<file path="src/hdl/hpc_pkg.sv">
`timescale 1ns / 1ps
`default_nettype none
package hpc_pkg;

    localparam int CH_W           = 8;
    localparam int NUM_W          = 17;  // holds 510*d + hi and 60*n + d
    localparam int DEN_W          = CH_W + 1;
    localparam int Q_W            = 8;
    localparam int DIV_STAGES     = 4;
    localparam int BITS_PER_STAGE = Q_W / DIV_STAGES;
    localparam int SECT_W         = 11;  // scaled hue n < 6*d
    localparam int CFG_IDX_W      = 3;
    localparam int CLASS_W        = 2;
    localparam int S_DATA_W       = 24;
    localparam int M_DATA_W       = 32;

    localparam logic [Q_W-1:0] HUE_HALF_TURN = 8'd180;

    localparam logic [CH_W-1:0] RST_BLACK_VALUE_MAX = 8'd70;
    localparam logic [CH_W-1:0] RST_GREEN_HUE_MIN   = 8'd35;
    localparam logic [CH_W-1:0] RST_GREEN_HUE_MAX   = 8'd95;
    localparam logic [CH_W-1:0] RST_GREEN_SAT_MIN   = 8'd40;
    localparam logic [CH_W-1:0] RST_GREEN_VALUE_MIN = 8'd40;
    localparam logic [CH_W-1:0] RST_WHITE_SAT_MAX   = 8'd60;
    localparam logic [CH_W-1:0] RST_WHITE_VALUE_MIN = 8'd170;

    typedef enum logic [CFG_IDX_W-1:0] {
        CFG_BLACK_VALUE_MAX = 3'd0,
        CFG_GREEN_HUE_MIN   = 3'd1,
        CFG_GREEN_HUE_MAX   = 3'd2,
        CFG_GREEN_SAT_MIN   = 3'd3,
        CFG_GREEN_VALUE_MIN = 3'd4,
        CFG_WHITE_SAT_MAX   = 3'd5,
        CFG_WHITE_VALUE_MIN = 3'd6
    } cfg_idx_t;

    typedef enum logic [CLASS_W-1:0] {
        CLASS_GREEN = 2'd0,
        CLASS_WHITE = 2'd1,
        CLASS_BLACK = 2'd2,
        CLASS_NOISE = 2'd3
    } pixel_class_t;

    typedef enum logic [1:0] {
        SECT_RED   = 2'd0,
        SECT_GREEN = 2'd1,
        SECT_BLUE  = 2'd2
    } sector_t;

    typedef struct packed {
        logic [CH_W-1:0] black_value_max;
        logic [CH_W-1:0] green_hue_min;
        logic [CH_W-1:0] green_hue_max;
        logic [CH_W-1:0] green_sat_min;
        logic [CH_W-1:0] green_value_min;
        logic [CH_W-1:0] white_sat_max;
        logic [CH_W-1:0] white_value_min;
    } hpc_cfg_t;

    // travels beside the dividers
    typedef struct packed {
        logic [CH_W-1:0] value;
        logic            grey;   // max equals min
        logic            dark;   // max is zero
    } hpc_side_t;

endpackage
`default_nettype wire

</file>
<file path="src/hdl/hpc_hsv_front.sv">
`timescale 1ns / 1ps
`default_nettype none
module hpc_hsv_front (
    input  wire logic                          aclk,
    input  wire logic                          aresetn,
    input  wire logic                          en,
    input  wire logic                          in_valid,
    input  wire logic [hpc_pkg::CH_W-1:0]      blue_in,
    input  wire logic [hpc_pkg::CH_W-1:0]      green_in,
    input  wire logic [hpc_pkg::CH_W-1:0]      red_in,
    output logic                               out_valid,
    output logic [hpc_pkg::NUM_W-1:0]          num_s,
    output logic [hpc_pkg::DEN_W-1:0]          den_s,
    output logic [hpc_pkg::NUM_W-1:0]          num_h,
    output logic [hpc_pkg::DEN_W-1:0]          den_h,
    output hpc_pkg::hpc_side_t                 side
);

    // stage A: extremes and sector
    logic                          a_valid_reg;
    logic [hpc_pkg::CH_W-1:0]      a_b_reg, a_g_reg, a_r_reg, a_hi_reg, a_lo_reg;
    hpc_pkg::sector_t              a_sect_reg;
    logic [hpc_pkg::CH_W-1:0]      a_hi_next, a_lo_next;
    hpc_pkg::sector_t              a_sect_next;

    always_comb begin
        a_hi_next = blue_in;
        a_lo_next = blue_in;
        if (green_in > a_hi_next) a_hi_next = green_in;
        if (red_in > a_hi_next)   a_hi_next = red_in;
        if (green_in < a_lo_next) a_lo_next = green_in;
        if (red_in < a_lo_next)   a_lo_next = red_in;
        if (red_in == a_hi_next) begin
            a_sect_next = hpc_pkg::SECT_RED;
        end else if (green_in == a_hi_next) begin
            a_sect_next = hpc_pkg::SECT_GREEN;
        end else begin
            a_sect_next = hpc_pkg::SECT_BLUE;
        end
    end

    always_ff @(posedge aclk) begin
        if (!aresetn) begin
            a_valid_reg <= 1'b0;
        end else if (en) begin
            a_valid_reg <= in_valid;
        end
    end

    always_ff @(posedge aclk) begin
        if (en) begin
            a_b_reg    <= blue_in;
            a_g_reg    <= green_in;
            a_r_reg    <= red_in;
            a_hi_reg   <= a_hi_next;
            a_lo_reg   <= a_lo_next;
            a_sect_reg <= a_sect_next;
        end
    end

    // stage B: numerators and denominators of both divisions
    logic                             b_valid_reg;
    logic [hpc_pkg::NUM_W-1:0]        b_num_s_reg, b_num_h_reg;
    logic [hpc_pkg::DEN_W-1:0]        b_den_s_reg, b_den_h_reg;
    hpc_pkg::hpc_side_t               b_side_reg;
    logic [hpc_pkg::CH_W-1:0]         d;
    logic [hpc_pkg::SECT_W-1:0]       n, d_w, b_w, g_w, r_w;
    logic [hpc_pkg::NUM_W-1:0]        b_num_s_next, b_num_h_next, d_n, hi_n, n_n;
    hpc_pkg::hpc_side_t               b_side_next;

    always_comb begin
        d   = a_hi_reg - a_lo_reg;
        d_w = hpc_pkg::SECT_W'(d);
        b_w = hpc_pkg::SECT_W'(a_b_reg);
        g_w = hpc_pkg::SECT_W'(a_g_reg);
        r_w = hpc_pkg::SECT_W'(a_r_reg);
        case (a_sect_reg)
            hpc_pkg::SECT_RED: begin
                if (a_g_reg >= a_b_reg) begin
                    n = g_w - b_w;
                end else begin
                    n = (d_w << 2) + (d_w << 1) - (b_w - g_w);
                end
            end
            hpc_pkg::SECT_GREEN: n = (d_w << 1) + b_w - r_w;
            default:             n = (d_w << 2) + r_w - g_w;
        endcase
        d_n  = hpc_pkg::NUM_W'(d);
        hi_n = hpc_pkg::NUM_W'(a_hi_reg);
        n_n  = hpc_pkg::NUM_W'(n);
        b_num_s_next = (d_n << 9) - (d_n << 1) + hi_n;
        b_num_h_next = (n_n << 6) - (n_n << 2) + d_n;
        b_side_next.value = a_hi_reg;
        b_side_next.grey  = (d == '0);
        b_side_next.dark  = (a_hi_reg == '0);
    end

    always_ff @(posedge aclk) begin
        if (!aresetn) begin
            b_valid_reg <= 1'b0;
        end else if (en) begin
            b_valid_reg <= a_valid_reg;
        end
    end

    always_ff @(posedge aclk) begin
        if (en) begin
            b_num_s_reg <= b_num_s_next;
            b_num_h_reg <= b_num_h_next;
            b_den_s_reg <= {a_hi_reg, 1'b0};
            b_den_h_reg <= {d, 1'b0};
            b_side_reg  <= b_side_next;
        end
    end

    assign out_valid = b_valid_reg;
    assign num_s     = b_num_s_reg;
    assign den_s     = b_den_s_reg;
    assign num_h     = b_num_h_reg;
    assign den_h     = b_den_h_reg;
    assign side      = b_side_reg;

endmodule
`default_nettype wire

</file>
<file path="src/hdl/hpc_div.sv">
`timescale 1ns / 1ps
`default_nettype none
// Two restoring dividers side by side; each stage settles BITS_PER_STAGE
// quotient bits. Both quotients are known to fit in Q_W bits.
module hpc_div (
    input  wire logic                          aclk,
    input  wire logic                          aresetn,
    input  wire logic                          en,
    input  wire logic                          in_valid,
    input  wire logic [hpc_pkg::NUM_W-1:0]     num_s,
    input  wire logic [hpc_pkg::DEN_W-1:0]     den_s,
    input  wire logic [hpc_pkg::NUM_W-1:0]     num_h,
    input  wire logic [hpc_pkg::DEN_W-1:0]     den_h,
    input  wire hpc_pkg::hpc_side_t            side_in,
    output logic                               out_valid,
    output logic [hpc_pkg::Q_W-1:0]            q_s,
    output logic [hpc_pkg::Q_W-1:0]            q_h,
    output hpc_pkg::hpc_side_t                 side_out
);

    localparam int NS = hpc_pkg::DIV_STAGES;

    logic                          valid_reg [NS];
    logic [hpc_pkg::NUM_W-1:0]     rem_s_reg [NS];
    logic [hpc_pkg::NUM_W-1:0]     rem_h_reg [NS];
    logic [hpc_pkg::DEN_W-1:0]     den_s_reg [NS];
    logic [hpc_pkg::DEN_W-1:0]     den_h_reg [NS];
    logic [hpc_pkg::Q_W-1:0]       q_s_reg   [NS];
    logic [hpc_pkg::Q_W-1:0]       q_h_reg   [NS];
    hpc_pkg::hpc_side_t            side_reg  [NS];

    for (genvar j = 0; j < NS; j++) begin : g_stage
        logic                          valid_in;
        logic [hpc_pkg::NUM_W-1:0]     rem_s_in, rem_h_in, rem_s_next, rem_h_next;
        logic [hpc_pkg::DEN_W-1:0]     den_s_in, den_h_in;
        logic [hpc_pkg::Q_W-1:0]       q_s_in, q_h_in, q_s_next, q_h_next;
        hpc_pkg::hpc_side_t            side_stage_in;

        if (j == 0) begin : g_first
            assign valid_in      = in_valid;
            assign rem_s_in      = num_s;
            assign rem_h_in      = num_h;
            assign den_s_in      = den_s;
            assign den_h_in      = den_h;
            assign q_s_in        = '0;
            assign q_h_in        = '0;
            assign side_stage_in = side_in;
        end else begin : g_rest
            assign valid_in      = valid_reg[j-1];
            assign rem_s_in      = rem_s_reg[j-1];
            assign rem_h_in      = rem_h_reg[j-1];
            assign den_s_in      = den_s_reg[j-1];
            assign den_h_in      = den_h_reg[j-1];
            assign q_s_in        = q_s_reg[j-1];
            assign q_h_in        = q_h_reg[j-1];
            assign side_stage_in = side_reg[j-1];
        end

        always_comb begin
            logic [hpc_pkg::NUM_W-1:0] trial_s;
            logic [hpc_pkg::NUM_W-1:0] trial_h;
            int                        pos;
            rem_s_next = rem_s_in;
            rem_h_next = rem_h_in;
            q_s_next   = q_s_in;
            q_h_next   = q_h_in;
            for (int k = 0; k < hpc_pkg::BITS_PER_STAGE; k++) begin
                pos     = hpc_pkg::Q_W - 1 - j * hpc_pkg::BITS_PER_STAGE - k;
                trial_s = hpc_pkg::NUM_W'(den_s_in) << pos;
                trial_h = hpc_pkg::NUM_W'(den_h_in) << pos;
                if (rem_s_next >= trial_s) begin
                    rem_s_next    = rem_s_next - trial_s;
                    q_s_next[pos] = 1'b1;
                end
                if (rem_h_next >= trial_h) begin
                    rem_h_next    = rem_h_next - trial_h;
                    q_h_next[pos] = 1'b1;
                end
            end
        end

        always_ff @(posedge aclk) begin
            if (!aresetn) begin
                valid_reg[j] <= 1'b0;
            end else if (en) begin
                valid_reg[j] <= valid_in;
            end
        end

        always_ff @(posedge aclk) begin
            if (en) begin
                rem_s_reg[j] <= rem_s_next;
                rem_h_reg[j] <= rem_h_next;
                den_s_reg[j] <= den_s_in;
                den_h_reg[j] <= den_h_in;
                q_s_reg[j]   <= q_s_next;
                q_h_reg[j]   <= q_h_next;
                side_reg[j]  <= side_stage_in;
            end
        end
    end

    assign out_valid = valid_reg[NS-1];
    assign q_s       = q_s_reg[NS-1];
    assign q_h       = q_h_reg[NS-1];
    assign side_out  = side_reg[NS-1];

endmodule
`default_nettype wire

</file>
<file path="src/hdl/hpc_classify.sv">
`timescale 1ns / 1ps
`default_nettype none
module hpc_classify (
    input  wire logic                          aclk,
    input  wire logic                          aresetn,
    input  wire logic                          en,
    input  wire logic                          in_valid,
    input  wire logic [hpc_pkg::Q_W-1:0]       q_s,
    input  wire logic [hpc_pkg::Q_W-1:0]       q_h,
    input  wire hpc_pkg::hpc_side_t            side,
    input  wire hpc_pkg::hpc_cfg_t             cfg,
    output logic                               out_valid,
    output hpc_pkg::pixel_class_t              pixel_class,
    output logic [hpc_pkg::CH_W-1:0]           hue,
    output logic [hpc_pkg::CH_W-1:0]           sat,
    output logic [hpc_pkg::CH_W-1:0]           value
);

    logic                          valid_reg;
    hpc_pkg::pixel_class_t         class_reg, class_next;
    logic [hpc_pkg::CH_W-1:0]      hue_reg, hue_next, sat_reg, sat_next, value_reg;
    logic                          hue_ok;

    always_comb begin
        // wrap a rounded hue of 180 back to 0; grey pixels have no hue
        if (side.grey) begin
            hue_next = '0;
        end else if (q_h >= hpc_pkg::HUE_HALF_TURN) begin
            hue_next = q_h - hpc_pkg::HUE_HALF_TURN;
        end else begin
            hue_next = q_h;
        end
        sat_next = side.dark ? '0 : q_s;

        if (cfg.green_hue_min <= cfg.green_hue_max) begin
            hue_ok = (hue_next >= cfg.green_hue_min) && (hue_next <= cfg.green_hue_max);
        end else begin
            hue_ok = (hue_next <= cfg.green_hue_max) || (hue_next >= cfg.green_hue_min);
        end

        if (hue_ok && sat_next >= cfg.green_sat_min && side.value >= cfg.green_value_min) begin
            class_next = hpc_pkg::CLASS_GREEN;
        end else if (side.value >= cfg.white_value_min && sat_next <= cfg.white_sat_max) begin
            class_next = hpc_pkg::CLASS_WHITE;
        end else if (side.value <= cfg.black_value_max) begin
            class_next = hpc_pkg::CLASS_BLACK;
        end else begin
            class_next = hpc_pkg::CLASS_NOISE;
        end
    end

    always_ff @(posedge aclk) begin
        if (!aresetn) begin
            valid_reg <= 1'b0;
        end else if (en) begin
            valid_reg <= in_valid;
        end
    end

    always_ff @(posedge aclk) begin
        if (en) begin
            class_reg <= class_next;
            hue_reg   <= hue_next;
            sat_reg   <= sat_next;
            value_reg <= side.value;
        end
    end

    assign out_valid   = valid_reg;
    assign pixel_class = class_reg;
    assign hue         = hue_reg;
    assign sat         = sat_reg;
    assign value       = value_reg;

endmodule
`default_nettype wire

</file>
<file path="src/hdl/hsv_priority_pixel_classifier.sv">
`timescale 1ns / 1ps
`default_nettype none
// Converts BGR pixels to 8-bit HSV and classes each as green, white,
// black or noise, first match winning. Throughput is one pixel per clock while
// no result is held. From an accepted input transaction to m_tvalid a pixel
// passes the extremes and sector, the division operands, the two pipelined
// restoring dividers (saturation and hue, two quotient bits per stage), and hue
// wrap and classification into the output register. The whole pipeline holds
// while a result waits with m_tready low, and s_tready is high combinationally
// whenever m_tready is high or no result is held. Thresholds are written through
// the cfg port (always ready); the user must write them only while no pixel is
// in flight, which the block does not enforce, and indexes above 6 are dropped.
module hsv_priority_pixel_classifier (
    input  wire logic                              aclk,
    input  wire logic                              aresetn,
    input  wire logic                              s_tvalid,
    output logic                                   s_tready,
    // blue_in [7:0], green_in [15:8], red_in [23:16]
    input  wire logic [hpc_pkg::S_DATA_W-1:0]      s_tdata,
    output logic                                   m_tvalid,
    input  wire logic                              m_tready,
    // pixel_class [1:0], hue_out [9:2], sat_out [17:10], value_out [25:18], zeros above
    output logic [hpc_pkg::M_DATA_W-1:0]           m_tdata,
    input  wire logic                              cfg_valid,
    output logic                                   cfg_ready,
    input  wire logic [hpc_pkg::CFG_IDX_W-1:0]     cfg_index,
    input  wire logic [hpc_pkg::CH_W-1:0]          cfg_data
);

    logic                              en;
    hpc_pkg::hpc_cfg_t                 cfg_reg;
    logic                              fr_valid, dv_valid;
    logic [hpc_pkg::NUM_W-1:0]         num_s, num_h;
    logic [hpc_pkg::DEN_W-1:0]         den_s, den_h;
    logic [hpc_pkg::Q_W-1:0]           q_s, q_h;
    hpc_pkg::hpc_side_t                fr_side, dv_side;
    hpc_pkg::pixel_class_t             pixel_class;
    logic [hpc_pkg::CH_W-1:0]          hue, sat, value;

    // advance every stage unless a result is held
    assign en        = !m_tvalid || m_tready;
    assign s_tready  = en;
    assign cfg_ready = 1'b1;

    always_ff @(posedge aclk) begin
        if (!aresetn) begin
            cfg_reg.black_value_max <= hpc_pkg::RST_BLACK_VALUE_MAX;
            cfg_reg.green_hue_min   <= hpc_pkg::RST_GREEN_HUE_MIN;
            cfg_reg.green_hue_max   <= hpc_pkg::RST_GREEN_HUE_MAX;
            cfg_reg.green_sat_min   <= hpc_pkg::RST_GREEN_SAT_MIN;
            cfg_reg.green_value_min <= hpc_pkg::RST_GREEN_VALUE_MIN;
            cfg_reg.white_sat_max   <= hpc_pkg::RST_WHITE_SAT_MAX;
            cfg_reg.white_value_min <= hpc_pkg::RST_WHITE_VALUE_MIN;
        end else if (cfg_valid) begin
            unique case (cfg_index)
                hpc_pkg::CFG_BLACK_VALUE_MAX: cfg_reg.black_value_max <= cfg_data;
                hpc_pkg::CFG_GREEN_HUE_MIN:   cfg_reg.green_hue_min   <= cfg_data;
                hpc_pkg::CFG_GREEN_HUE_MAX:   cfg_reg.green_hue_max   <= cfg_data;
                hpc_pkg::CFG_GREEN_SAT_MIN:   cfg_reg.green_sat_min   <= cfg_data;
                hpc_pkg::CFG_GREEN_VALUE_MIN: cfg_reg.green_value_min <= cfg_data;
                hpc_pkg::CFG_WHITE_SAT_MAX:   cfg_reg.white_sat_max   <= cfg_data;
                hpc_pkg::CFG_WHITE_VALUE_MIN: cfg_reg.white_value_min <= cfg_data;
                default: ;
            endcase
        end
    end

    hpc_hsv_front u_front (
        .aclk      (aclk),
        .aresetn   (aresetn),
        .en        (en),
        .in_valid  (s_tvalid),
        .blue_in   (s_tdata[7:0]),
        .green_in  (s_tdata[15:8]),
        .red_in    (s_tdata[23:16]),
        .out_valid (fr_valid),
        .num_s     (num_s),
        .den_s     (den_s),
        .num_h     (num_h),
        .den_h     (den_h),
        .side      (fr_side)
    );

    hpc_div u_div (
        .aclk      (aclk),
        .aresetn   (aresetn),
        .en        (en),
        .in_valid  (fr_valid),
        .num_s     (num_s),
        .den_s     (den_s),
        .num_h     (num_h),
        .den_h     (den_h),
        .side_in   (fr_side),
        .out_valid (dv_valid),
        .q_s       (q_s),
        .q_h       (q_h),
        .side_out  (dv_side)
    );

    hpc_classify u_classify (
        .aclk        (aclk),
        .aresetn     (aresetn),
        .en          (en),
        .in_valid    (dv_valid),
        .q_s         (q_s),
        .q_h         (q_h),
        .side        (dv_side),
        .cfg         (cfg_reg),
        .out_valid   (m_tvalid),
        .pixel_class (pixel_class),
        .hue         (hue),
        .sat         (sat),
        .value       (value)
    );

    assign m_tdata = {6'd0, value, sat, hue, pixel_class};

    a_hue_range: assert property (@(posedge aclk) disable iff (!aresetn)
        m_tvalid |-> (hue < hpc_pkg::HUE_HALF_TURN))
        else $error("hue out of range");

    a_dark_pixel: assert property (@(posedge aclk) disable iff (!aresetn)
        (m_tvalid && value == '0) |-> (hue == '0 && sat == '0))
        else $error("dark pixel with non-zero hue or saturation");

    a_reset_clears: assert property (@(posedge aclk)
        !aresetn |=> !m_tvalid)
        else $error("result valid after reset");

    a_hold_result: assert property (@(posedge aclk) disable iff (!aresetn)
        (m_tvalid && !m_tready) |=> (m_tvalid && $stable(m_tdata)))
        else $error("held result transaction changed");

endmodule
`default_nettype wire

</file>
<file path="config.mk">
export PLATFORM = sky130hd
export DESIGN_NAME = hsv_priority_pixel_classifier
export DESIGN_NICKNAME = d
export VERILOG_FILES = /design/src/hdl/hpc_pkg.sv /design/src/hdl/hpc_hsv_front.sv /design/src/hdl/hpc_div.sv /design/src/hdl/hpc_classify.sv /design/src/hdl/hsv_priority_pixel_classifier.sv
export SDC_FILE = /design/constraint.sdc
export NUM_CORES = 1
export LEC_CHECK = 0
export BUFFER_PORTS_ARGS = -buffer_cell sky130_fd_sc_hd__buf_2
export CAP_MARGIN = 5
export CORE_MARGIN = 2
export CORE_UTILIZATION = 54
export DETAILED_ROUTE_END_ITERATION = 10
export GPL_TIMING_DRIVEN = 0
export PLACE_DENSITY = 0.71
export SLEW_MARGIN = 20
export SYNTH_ARGS = -nofsm -noshare
export SYNTH_HDL_FRONTEND = slang
export SYNTH_HIERARCHICAL = 1
export SYNTH_SLANG_ARGS = --single-unit
</file>
<file path="constraint.sdc">
create_clock -name aclk -period 25.9 [get_ports aclk]
set_clock_uncertainty 0.05 [all_clocks]
set_input_delay 2.59 -clock aclk [delete_from_list [all_inputs] [get_ports aclk]]
set_output_delay 2.59 -clock aclk [all_outputs]
set_load 0.02 [all_outputs]
</file>
-- Word level (Yosys, flattened, before mapping)
Memories as Yosys holds them, arrays and structs flattened. A register that Yosys moved wholly into a read port is not among the register bits.
Index checks and enable logic that the tools add are counted.
- $add $sub $neg: 30
- $lt $le $gt $ge: 30
- equal/unequal tests: 9
- muxes and demuxes: 54
- bitwise logic cells: 4
- reduce and logical (&&, ||, !) cells: 20
- operator list (cell ; number):
    $mux 17 ; 16
    $mux 8 ; 7
    $sub 17x13->17 ; 3
    $sub 17x9->17 ; 3
    $ge 8x8->1 ; 5
    $add 17x8->17 ; 2
    $ge 17x10->1 ; 2
    $ge 17x11->1 ; 2
    $ge 17x12->1 ; 2
    $ge 17x13->1 ; 2
    $ge 17x14->1 ; 2
    $ge 17x15->1 ; 2
    $ge 17x16->1 ; 2
    $ge 17x9->1 ; 2
    $sub 17x10->17 ; 2
    $sub 17x11->17 ; 2
    $sub 17x12->17 ; 2
    $sub 17x14->17 ; 2
    $sub 17x15->17 ; 2
    $sub 17x16->17 ; 2
    $le 8x8->1 ; 4
    $mux 1 ; 28
    $pmux 11 s2 ; 1
    $sub 11x8->11 ; 2
    other kinds (26) ; 48
- flip-flop bits (word level): 178
- RAM bits: 316
- bits of input ports: 40
- output and inout bits: 35
- logic and storage cells: 181
- memories: 8
- memory list (name ; words ; width ; rd ports ; clocked after memory_dff ; write ports ; RTL line ; text):
    u_div.rem_h_reg ; 4 ; 17 ; 3 ; 0 ; 4 ; hpc_div.sv:25 ; logic [hpc_pkg::NUM_W-1:0] rem_h_reg [NS];
    u_div.rem_s_reg ; 4 ; 17 ; 3 ; 0 ; 4 ; hpc_div.sv:24 ; logic [hpc_pkg::NUM_W-1:0] rem_s_reg [NS];
    u_div.side_reg ; 4 ; 10 ; 4 ; 0 ; 4 ; hpc_div.sv:30 ; hpc_pkg::hpc_side_t side_reg [NS];
    u_div.den_h_reg ; 4 ; 9 ; 3 ; 0 ; 4 ; hpc_div.sv:27 ; logic [hpc_pkg::DEN_W-1:0] den_h_reg [NS];
    u_div.den_s_reg ; 4 ; 9 ; 3 ; 0 ; 4 ; hpc_div.sv:26 ; logic [hpc_pkg::DEN_W-1:0] den_s_reg [NS];
    u_div.q_h_reg ; 4 ; 8 ; 4 ; 0 ; 4 ; hpc_div.sv:29 ; logic [hpc_pkg::Q_W-1:0] q_h_reg [NS];
    2 more memories ; -- ; -- ; -- ; -- ; -- ; -- ;

-- Logic depth before layout (Yosys ltp)
An unclocked memory read counts as a cell.
- depth after elaboration: 10
- depth in mapped cells: 29
- depth with buffers taken out: 29

-- By module
The synthesis kept the hierarchy.
- modules (own cells, without submodules) (module ; instances ; cells an instance ; area an instance (µm²) ; sequential area each (µm²)):
    hpc_div ; 1 ; 1475 ; 15733.8 ; 7196.9
    hpc_hsv_front ; 1 ; 856 ; 8470.6 ; 2772.7
    hpc_classify ; 1 ; 276 ; 2598.7 ; 800.8
    hsv_priority_pixel_classifier ; 1 ; 220 ; 2290.9 ; 1121.1

-- Worst setup path before layout
OpenSTA, ideal clock, no wires.
- kind: input port to output port
- from: input m_tready
- to: output s_tready
- data arrival time: 11.334 ns
- data required time: 23.260 ns
- path slack: 11.926 ns
- stages on the path: 1
- path buffers: 0
- path through: nand2b_1
- cells in the longest elaborated chain, start to end: 1
- RTL lines (element ; RTL line ; text):
    from (decl) ; hsv_priority_pixel_classifier.sv:21 ; input wire logic m_tready,
    $logic_or 1x1->1 ; hsv_priority_pixel_classifier.sv:41 ; assign en = !m_tvalid || m_tready;
    to (decl) ; hsv_priority_pixel_classifier.sv:17 ; output logic s_tready,
No other way between the ends.

-- Worst setup path after layout
- from: register u_front/a_hi_reg[0] (netlist bit)
- to: register u_front.b_num_h_reg (netlist bit u_front/num_h[16]) (data pin)
- cells in the longest elaborated chain, start to end: 7
- elaborated cells between the ends (all ways): 11
- classes of those cells: 9 x add/sub; 2 x mux
- RTL lines (element ; RTL line ; text):
    from (decl) ; hpc_hsv_front.sv:21 ; logic [hpc_pkg::CH_W-1:0] a_b_reg, a_g_reg, a_r_reg, a_hi_reg, a_lo_reg;
    from (signal assigned) ; hpc_hsv_front.sv:55 ; a_hi_reg <= a_hi_next;
    $sub 8x8->8 * ; hpc_hsv_front.sv:72 ; d = a_hi_reg - a_lo_reg;
    net u_front.d (one bit) ; hpc_hsv_front.sv:66 ; logic [hpc_pkg::CH_W-1:0] d;
    $add 10x9->11 ; hpc_hsv_front.sv:82 ; n = (d_w << 2) + (d_w << 1) - (b_w - g_w);
    $sub 11x11->11 ; hpc_hsv_front.sv:82 ;
    $mux 11 ; hpc_hsv_front.sv:79 ; if (a_g_reg >= a_b_reg) begin
    $pmux 11 s2 ; hpc_hsv_front.sv:77 ; case (a_sect_reg)
    $sub 17x13->17 ; hpc_hsv_front.sv:92 ; b_num_h_next = (n_n << 6) - (n_n << 2) + d_n;
    $add 17x8->17 * ; hpc_hsv_front.sv:92 ;
    net u_front.b_num_h_next (one bit) ; hpc_hsv_front.sv:68 ; logic [hpc_pkg::NUM_W-1:0] b_num_s_next, b_num_h_next, d_n, hi_n, n_n;
    to (signal assigned) ; hpc_hsv_front.sv:109 ; b_num_h_reg <= b_num_h_next;
    to (decl) ; hpc_hsv_front.sv:63 ; logic [hpc_pkg::NUM_W-1:0] b_num_s_reg, b_num_h_reg;
The timed path passes the listed nets; every way through them passes the cells marked *.
A chain may end at the register's enable or synchronous reset.

==> impl_metrics.ini <==
[run_status]
status = completed

[clock_network]
clock_latency_ns = 0.59
clock_path_buffers = 3
hold_buffers = 0
post_cts_buffers = 0
h-tree-depth = 2
clock_sinks = 416
cts_tree = done
clk_pin_slew_ns = 0.06
cts.repair.resized = 0
cts_root_buffer = clkbuf_16
cts_buffers = 45

[route]
drc = 0
first_pass_iters = 5
drtAntennaViolNets = 0
routed_wl_mm = 64.4
wl_per_cell_um = 17.5
vias = 21200
drt_iter0_drc = 1321
via_per_inst = 5.76

[global_route]
grt_pass1_vias = 21100
grt_max_degree = 59
gr-total-overflow = 0
antenna_found_initial = 0
grt.total_usage = 0.230
grt_pass1_wl_mm = 105

[flow_run]
timing.max_cap.violations = 0

[worst_setup_path]
worstPathMaxFanout = 6
path_cells = inv_1, ha_1, fa_1, xnor2_1, inv_1, fa_1, inv_1, ha_1, nor2b_1, o2111ai_1, nand2_1, nor2_1, xnor2_1, o21ai_0, o31ai_1, mux2i_1, ha_1, ha_1, and3_1, a211o_1, a31o_2, o41ai_1, xnor2_1
critPathSlowestCell = xnor2_1
r2r.worst_path.cells = 23
slowest_delay_ns = 0.94
path_class = flip-flop to flip-flop
crit_required_ns = 26.13
endpoint_kind = flip-flop
crit_top_cell = ha_1
critPathLaunch = u_front/a_hi_reg[0]
cp-start-kind = flip-flop
cp.arrival_ns = 7.53
timing.rr.start = u_front/a_hi_reg[0]

[logic_synthesis]
seq_area_frac_synth = 0.409
synth_edf_count = 356
ys.flop_type = edfxtp_1
ys_types = 103
synthTopCellsByArea = edfxtp_1 (37%), ha_1 (14%), dfxtp_1 (4.1%)
synth_top_cell_by_area = edfxtp_1
postSynthCellCount = 2827
synth_warnings = 6
yosysTopAreaCellShare = 0.367
synth.avg_cell_area_sq_um = 10.3
netlist_area_sq_um = 29100
async_flop_share = 0
ys_seq_elements = 416

[sta]
final_max_slew_viol_count = 0
worst_slew_pin_slew_ns = 1.17
rsz0062_at_grt = false
final_hold_viol_count = 0
final_period_minus_worst_setup_slack_ns = 7.30
max_freq_mhz = 137
setup_tns_ns = 0
setup_viol = 0
max-slew-margin-rel = 0.216
fin_crit_sh = 0.282

[placement]
port_buffers = 65
dp_hpwl_mm = 50.7
placed_cells = 3601
routabilityCongestion = 0.931

[layout]
fin_nets = 3355
largest_register_ffs = 56
multi_input_area_sq_um = 15700
drive_gt1_frac = 0.0924
instances_no_fill = 3682
syn2layout_area_growth_pct = 9.75
seq_area_sq_um = 11900
antenna_cells = 0
nFillCells = 4455

[min_path]
hold_class = flip-flop to flip-flop
hold_path.startpoint = u_front/side[1]
whs_path_depth = 0

[die]
num_rows = 85
core_region_area_sq_um = 53500
io_pins = 75
dieArea_sq_um = 55800
start_util = 0.544
die_w_um = 236
fp.dieH_um = 236
==> final timing paths <==
check                               to  slack, ns
setup / recovery     u_front/num_h[16]      18.60
hold / removal    u_div/side_reg[0][1]       0.34
setup reg to reg     u_front/num_h[16]      18.60
hold reg to reg   u_div/side_reg[0][1]       0.34
==> per-stage QoR <==
| step | area (sq um) | hold slack (ns) | util | worst slack [ns] |
|---|---|---|---|---|
| 2_1_floorplan | 29100 | 0.350 | - | 11.93 |
| 3_3_place_gp | 30300 | 0.351 | 0.567 | 7.50 |
| 3_5_place_dp | 30500 | 0.355 | 0.570 | 18.36 |
| 4_1_cts | 31900 | 0.328 | 0.597 | 18.70 |
| 5_1_grt | 31900 | 0.340 | 0.597 | 18.26 |
| 6_report | 31900 | 0.336 | 0.597 | 18.60 |
==> layout make-up <==
| type | count | area share |
|---|---|---|
| multi-input cells | 2046 | 0.493 |
| plain buffers | 65 | 0.0116 |
| well taps | 696 | 0.0273 |
| clock inverters | 23 | 0.00639 |
| clock buffers | 58 | 0.0380 |
| inverters | 306 | 0.0360 |
| flip-flops and latches | 416 | 0.372 |
| repair buffers | 72 | 0.0158 |
==> critical path, delay by kind of cell, from the launching register on <==
| kind | cells | cell delay, ns |
|---|---|---|
| AOI/OAI and AO/OA | 6 | 1.77 |
| xor gates and xnor gates | 3 | 1.28 |
| adders and majority gates | 6 | 2.29 |
| buffers and inverters | 3 | 0.46 |
| DFF | 1 | 0.36 |
| muxes | 1 | 0.21 |
| and+or+nand+nor | 4 | 0.60 |
==> cell usage after synthesis, types with 22 or more instances <==
master / n
a211oi_1: 22
a21o_1: 63
a21oi_1: 200
clkbuf_1: 24
dfxtp_1: 60
edfxtp_1: 356
fa_1: 42
ha_1: 321
inv_1: 303
mux2_2: 51
mux2i_1: 92
nand2_1: 166
nand2b_1: 34
nand3_1: 42
nand4_1: 35
nor2_1: 192
nor2b_1: 87
nor3_1: 59
o21a_1: 56
o21ai_0: 113
xnor2_1: 116
xor2_1: 55
==> logic make-up (layout without fill, tap and decap cells) <==
kind of cell               after synthesis  in the layout  share of synthesized area
and+or+nand+nor                        719            719                      0.123
AOI/OAI and AO/OA                      635            635                      0.143
DFF                                    416            416                      0.409
buffers and inverters                  371            524                     0.0522
adders and majority gates              364            364                      0.167
xor gates and xnor gates               173            173                     0.0526
muxes                                  146            146                     0.0529
other                                    3              9                   0.000387
==> metal layers <==
| metal | track usage | share of wire | vias to the layer above |
|---|---|---|---|
| met5 | 0 | 0 | - |
| met3 | 0.0259 | 0.039 | 135 |
| met1 | 0.286 | 0.43 | 10100 |
| li1 | - | - | 10400 |
| met2 | 0.413 | 0.50 | 476 |
| met4 | 0.0842 | 0.032 | 0 |
==> placed cells by master (no fill, tap or decap), types with 35 or more instances in the layout <==
master	n
mux2_2	51
xnor2_1	115
ha_1	321
nor2_1	192
nor2b_1	87
mux2i_1	92
nand4_1	35
nand3_1	42
buf_2	81
dfxtp_1	60
edfxtp_1	356
clkbuf_16	45
xor2_1	54
o21ai_0	113
nor3_1	59
o21a_1	56
a21oi_1	200
a21o_1	63
nand2_1	166
fa_1	42
inv_1	303
Power is not shown: default switching activity piles up to over one toggle a cycle in this logic, so the estimate is an artifact.
